==> src/salcp_pkg.sv <==
// Types and constants shared by the suffix array and LCP builder
package salcp_pkg;

  localparam int BYTE_VALUES = 256;

  typedef logic [11:0] start_t;
  typedef logic [11:0] lcp_t;
  typedef logic [12:0] len_t;
  typedef logic [11:0] rank_t;
  typedef logic [7:0]  byte_t;

  typedef enum logic {
    CMD_APPEND = 1'b0,
    CMD_READ   = 1'b1
  } cmd_code_t;

  typedef enum logic [1:0] {
    ST_OK        = 2'd0,
    ST_OVERFLOW  = 2'd1,
    ST_NOT_BUILT = 2'd2,
    ST_RANGE     = 2'd3
  } status_t;

  typedef struct packed {
    cmd_code_t cmd;
    byte_t     char_byte;
    logic      last;
    rank_t     rank_index;
  } req_item_t;

  typedef struct packed {
    start_t  suffix_start;
    lcp_t    lcp_len;
    len_t    length_now;
    status_t status;
  } rsp_item_t;

  typedef enum logic [5:0] {
    S_IDLE, S_APPEND, S_RD_ADDR, S_RESP,
    S_IN0, S_IN1,
    S_CLR, S_CNT0, S_CNT1, S_CNT2, S_PRE0, S_PRE1,
    S_SCT0, S_SCT1, S_SCT2, S_SCT3,
    S_DBL, S_G0, S_G1, S_G2,
    S_RNK0, S_RNK1, S_RNK2, S_RNK3, S_RNKEND,
    S_INV0, S_INV1,
    S_KS0, S_KS1, S_KS2, S_KS3, S_KS4, S_KS5
  } state_t;

  typedef struct packed {
    state_t op;
    logic   take;
    logic   load_rsp;
  } dp_cmd_t;

  typedef struct packed {
    logic req_read;
    logic start_build;
    logic i_end;
    logic i_zero;
    logic nb_last;
    logic first_sort;
    logic shift_gt;
    logic nb_ge;
    logic r_zero;
    logic ks_cont;
    logic text_eq;
  } dp_stat_t;

endpackage

==> src/salcp_ctrl.sv <==
// Sequencer for item handling, doubling sort passes and the LCP pass
module salcp_ctrl (
  input  logic                clk,
  input  logic                rst,
  input  logic                req_valid,
  output logic                req_ready,
  output logic                rsp_valid,
  input  logic                rsp_ready,
  input  salcp_pkg::dp_stat_t stat,
  output salcp_pkg::dp_cmd_t  cmd
);

  salcp_pkg::state_t state, state_next;
  logic              load;

  always_ff @(posedge clk) begin
    if (rst) begin
      state     <= salcp_pkg::S_IDLE;
      rsp_valid <= 1'b0;
    end else begin
      state     <= state_next;
      rsp_valid <= load | (rsp_valid & ~rsp_ready);
    end
  end

  always_comb begin
    state_next   = state;
    req_ready    = 1'b0;
    load         = 1'b0;
    cmd.op       = state;
    cmd.take     = 1'b0;
    cmd.load_rsp = 1'b0;
    unique case (state)
      salcp_pkg::S_IDLE: begin
        req_ready = 1'b1;
        cmd.take  = req_valid;
        if (req_valid) begin
          state_next = stat.req_read ? salcp_pkg::S_RD_ADDR : salcp_pkg::S_APPEND;
        end
      end
      salcp_pkg::S_APPEND:  state_next = salcp_pkg::S_RESP;
      salcp_pkg::S_RD_ADDR: state_next = salcp_pkg::S_RESP;
      salcp_pkg::S_RESP: begin
        load         = ~rsp_valid | rsp_ready;
        cmd.load_rsp = load;
        if (load) begin
          state_next = stat.start_build ? salcp_pkg::S_IN0 : salcp_pkg::S_IDLE;
        end
      end
      salcp_pkg::S_IN0:  state_next = stat.i_end ? salcp_pkg::S_CLR : salcp_pkg::S_IN1;
      salcp_pkg::S_IN1:  state_next = salcp_pkg::S_IN0;
      salcp_pkg::S_CLR:  state_next = stat.nb_last ? salcp_pkg::S_CNT0 : salcp_pkg::S_CLR;
      salcp_pkg::S_CNT0: state_next = stat.i_end ? salcp_pkg::S_PRE0 : salcp_pkg::S_CNT1;
      salcp_pkg::S_CNT1: state_next = salcp_pkg::S_CNT2;
      salcp_pkg::S_CNT2: state_next = salcp_pkg::S_CNT0;
      salcp_pkg::S_PRE0: state_next = salcp_pkg::S_PRE1;
      salcp_pkg::S_PRE1: state_next = stat.nb_last ? salcp_pkg::S_SCT0 : salcp_pkg::S_PRE0;
      salcp_pkg::S_SCT0: begin
        if (!stat.i_zero) begin
          state_next = salcp_pkg::S_SCT1;
        end else begin
          state_next = stat.first_sort ? salcp_pkg::S_DBL : salcp_pkg::S_RNK0;
        end
      end
      salcp_pkg::S_SCT1: state_next = salcp_pkg::S_SCT2;
      salcp_pkg::S_SCT2: state_next = salcp_pkg::S_SCT3;
      salcp_pkg::S_SCT3: state_next = salcp_pkg::S_SCT0;
      salcp_pkg::S_DBL:  state_next = stat.shift_gt ? salcp_pkg::S_INV0 : salcp_pkg::S_G0;
      salcp_pkg::S_G0:   state_next = stat.i_end ? salcp_pkg::S_G1 : salcp_pkg::S_G0;
      salcp_pkg::S_G1:   state_next = stat.i_end ? salcp_pkg::S_CLR : salcp_pkg::S_G2;
      salcp_pkg::S_G2:   state_next = salcp_pkg::S_G1;
      salcp_pkg::S_RNK0: state_next = stat.i_end ? salcp_pkg::S_RNKEND : salcp_pkg::S_RNK1;
      salcp_pkg::S_RNK1: state_next = salcp_pkg::S_RNK2;
      salcp_pkg::S_RNK2: state_next = salcp_pkg::S_RNK3;
      salcp_pkg::S_RNK3: state_next = salcp_pkg::S_RNK0;
      salcp_pkg::S_RNKEND: state_next = stat.nb_ge ? salcp_pkg::S_INV0 : salcp_pkg::S_DBL;
      salcp_pkg::S_INV0: state_next = stat.i_end ? salcp_pkg::S_KS0 : salcp_pkg::S_INV1;
      salcp_pkg::S_INV1: state_next = salcp_pkg::S_INV0;
      salcp_pkg::S_KS0:  state_next = stat.i_end ? salcp_pkg::S_IDLE : salcp_pkg::S_KS1;
      salcp_pkg::S_KS1:  state_next = stat.r_zero ? salcp_pkg::S_KS0 : salcp_pkg::S_KS2;
      salcp_pkg::S_KS2:  state_next = salcp_pkg::S_KS3;
      salcp_pkg::S_KS3:  state_next = stat.ks_cont ? salcp_pkg::S_KS4 : salcp_pkg::S_KS0;
      salcp_pkg::S_KS4:  state_next = salcp_pkg::S_KS5;
      salcp_pkg::S_KS5:  state_next = stat.text_eq ? salcp_pkg::S_KS3 : salcp_pkg::S_KS0;
      default:           state_next = salcp_pkg::S_IDLE;
    endcase
  end

endmodule

==> config.mk <==
export PLATFORM = sky130hd
export DESIGN_NAME = salcp_ctrl
export DESIGN_NICKNAME = d
export VERILOG_FILES = /design/src/salcp_pkg.sv /design/src/salcp_ctrl.sv
export SDC_FILE = /design/constraint.sdc
export NUM_CORES = 1
export LEC_CHECK = 0
export BUFFER_PORTS_ARGS = -buffer_cell sky130_fd_sc_hd__buf_2
export CAP_MARGIN = 25
export CORE_MARGIN = 10
export CORE_UTILIZATION = 51
export CTS_CLUSTER_SIZE = 10
export DETAILED_ROUTE_END_ITERATION = 6
export GPL_TIMING_DRIVEN = 1
export PLACE_DENSITY_LB_ADDON = 0.2
export SLEW_MARGIN = 10
export SYNTH_ARGS = -nofsm -noshare
export SYNTH_HDL_FRONTEND = slang
export SYNTH_SLANG_ARGS = --single-unit
export TNS_END_PERCENT = 50
==> constraint.sdc <==
create_clock -name clk -period 2.3 [get_ports clk]
set_clock_uncertainty 0.1 [all_clocks]
set_input_delay 0.46 -clock clk [delete_from_list [all_inputs] [get_ports clk]]
set_output_delay 0.46 -clock clk [all_outputs]
set_load 0.05 [all_outputs]
==> results_dict.tcl <==
set metrics [dict create \
    hp-start "rst" \
    post-route-util_pct 62.86 \
    grt_max_degree 25 \
    cts_buffers 3 \
    hp-class "in2reg" \
    period_minus_slack_ns 2.228 \
    async_flop_share_pct 0 \
    finalCritPeriodShare_pct 96.88 \
    drt_iter0_markers 25 \
    io_buffer_count 24 \
    synth.largest_area_cell "dfxtp_1" \
    die_h_um 62.32 \
    crit_required_ns 1.74 \
    ant_nets 0 \
    postSynthCellCount 136 \
    io-pin-count 25 \
    synth_cell_types 49 \
    numPlacedInstances 179 \
    p_leak_nw 0.4314 \
    drv_cap 0 \
    clock_latency_ns 0.25 \
    synth-edff-count 0 \
    synth_common_cells "nand2_1 (14), nor2_1 (11), buf_2 (9)" \
    clock_sinks 7 \
    synth-seq-cells 7 \
    drive_gt1_share_pct 27.85 \
    place_area_sq_um 1045 \
    critPathLaunchType "register" \
    grt_pass1_wl_mm 4.836 \
    crit_path_end_kind "primary output" \
    core_sq_um 1708 \
    area_growth_syn_to_layout_pct 17.53 \
    pre_cts_ws_ns 0.2823 \
    status "finished clean" \
    power_density_nw_per_um2 839.7 \
    clock_path_buffers 2 \
    maxSlewHeadroom_pct 67.39 \
    synth_area_sq_um 913.4 \
    synth.net_count 151 \
    grt_overflow 0 \
    synth.most_common_cell "nand2_1" \
    reg2reg_depth 6 \
    hold_depth 2 \
    synth_warnings 0 \
    rsz0062_at_grt "false" \
    synthTopCellsByArea "dfxtp_1 (15%), nand2_1 (5.8%), buf_2 (4.9%)" \
    hold_viol 0 \
    post_cts_buffers 0 \
    worstPathArrival_ns 1.67 \
    antenna_found_initial 0 \
    htreeDepth 1 \
    grt_usage_pct 14.47 \
    final_max_slew_viol_count 0 \
    r2r_end "state[2]$_SDFFE_PP0P_" \
    cts_root_buffer "clkbuf_4" \
    seq_area_frac_synth_pct 15.34 \
    cts_tree "done" \
    place.gp.congestion 1.001 \
    synth_top_area_share_pct 15.34 \
    cts_resized 0 \
    tightest_slew_ns 0.4768 \
    max_clock_freq_mhz 448.8 \
    reg2reg_slack_ns 0.48 \
    drc_errors 0 \
    dp_hpwl_mm 2.229 \
    floorplan.initialDensity_pct 53.48 \
    num_vias 1132 \
    path_clk_slew_ns 0.06 \
    first_global_vias 1070 \
    routed_via_density 6.186 \
    cts_hold_buf 0 \
    crit_type "reg2out" \
    setup_viol 0 \
    total_power_w 0.0009015 \
    wire_per_inst_um 16.04 \
    dieWidth_um 62.32 \
    drt-pass1-iter-count 4 \
    crit_fanout 4 \
    reg2reg_from "state[2]$_SDFFE_PP0P_" \
    max-vdd-ir-drop_v 0.0004972 \
    fin_area_sq_um 1074 \
    fp.dieArea_sq_um 3884 \
    fin_nets 174 \
    insertedDiodeCount 0 \
    syn_area_per_cell_sq_um 6.716 \
    fin_ws_ns 0.07176 \
    fillers 171 \
    hold_end "rsp_valid$_SDFF_PP0_" \
    synthFlopType "dfxtp_1" \
    fin_cells 183 \
    drt_wl_total_mm 2.936 \
    num_rows 15 \
]
[state kept, by name, indices dropped and copies added (netlist names)]
register / cells
rsp_valid: 1
state: 6
[final cells by class]
cell class | count | area (sq um) | area share [%]
multi-input cells | 111 | 681.9 | 63.52
repair buffers | 31 | 175.2 | 16.32
well taps | 25 | 31.28 | 2.914
inverters | 5 | 18.77 | 1.748
flip-flops and latches | 7 | 140.1 | 13.05
clock buffers | 4 | 26.28 | 2.448
[logic make-up (layout without fill, tap and decap cells)]
family | after synthesis | count (layout) | synth area share (%)
muxes | 1 | 1 | 1.233
buffers and inverters | 18 | 40 | 10.27
xor gates and xnor gates | 3 | 3 | 2.877
DFF | 7 | 7 | 15.34
AOI/OAI and AO/OA | 39 | 39 | 29.04
and+or+nand+nor | 67 | 67 | 40.14
adders and majority gates | 1 | 1 | 1.096
[stage by stage]
step,setup TNS [ns],hold slack [ns]
3_5_place_dp,0,0.4433
4_1_cts,0,0.3463
3_3_place_gp,0,0.4275
6_report,0,0.3534
2_1_floorplan,-0.01343,0.4291
5_1_grt,0,0.3571
[critical path: stages, from the launching register on]
cell     delay [ns]
dfxtp_1        0.31
or2_0          0.28
or3_4          0.44
and2b_1        0.20
buf_4          0.19
[power by group]
group	switching [W]	internal (W)
combinational	0.000424	0.000212
clock	0.0000490	0.0000665
sequential	0.0000100	0.000140
[placed cells by master (no fill, tap or decap), types with 4 or more instances in the layout]
| master | n |
|---|---|
| nor3_1 | 6 |
| buf_2 | 23 |
| a21oi_1 | 8 |
| buf_4 | 8 |
| nand2b_1 | 4 |
| nor2_1 | 11 |
| o21ai_0 | 4 |
| nor2b_1 | 4 |
| dfxtp_1 | 7 |
| nand2_1 | 14 |
| nand4_1 | 4 |
| nor4_1 | 7 |
[per-layer routing]
layer  track usage [%]  wire, um  vias to the layer above
li1                  -         -                      553
met1             17.17      1245                      540
met2             24.87      1508                       37
met3             4.659       172                        2
met4             2.514         9                        0
met5                 0         0                        -
[worst max-delay path by stage]
stage	startpoint	endpoint	slack, ns
after global placement	state[3]$_SDFFE_PP0P_	cmd[0]	0.31
after detailed placement	state[3]$_SDFFE_PP0P_	cmd[0]	0.28
after floorplan	state[0]$_SDFFE_PP0P_	cmd[0]	-0.01
after global routing	state[3]$_SDFFE_PP0P_	cmd[0]	0.02
final	state[3]$_SDFFE_PP0P_	cmd[0]	0.07
after CTS	state[3]$_SDFFE_PP0P_	cmd[0]	0.01
Note: power is estimated with default switching activity, not from simulation.
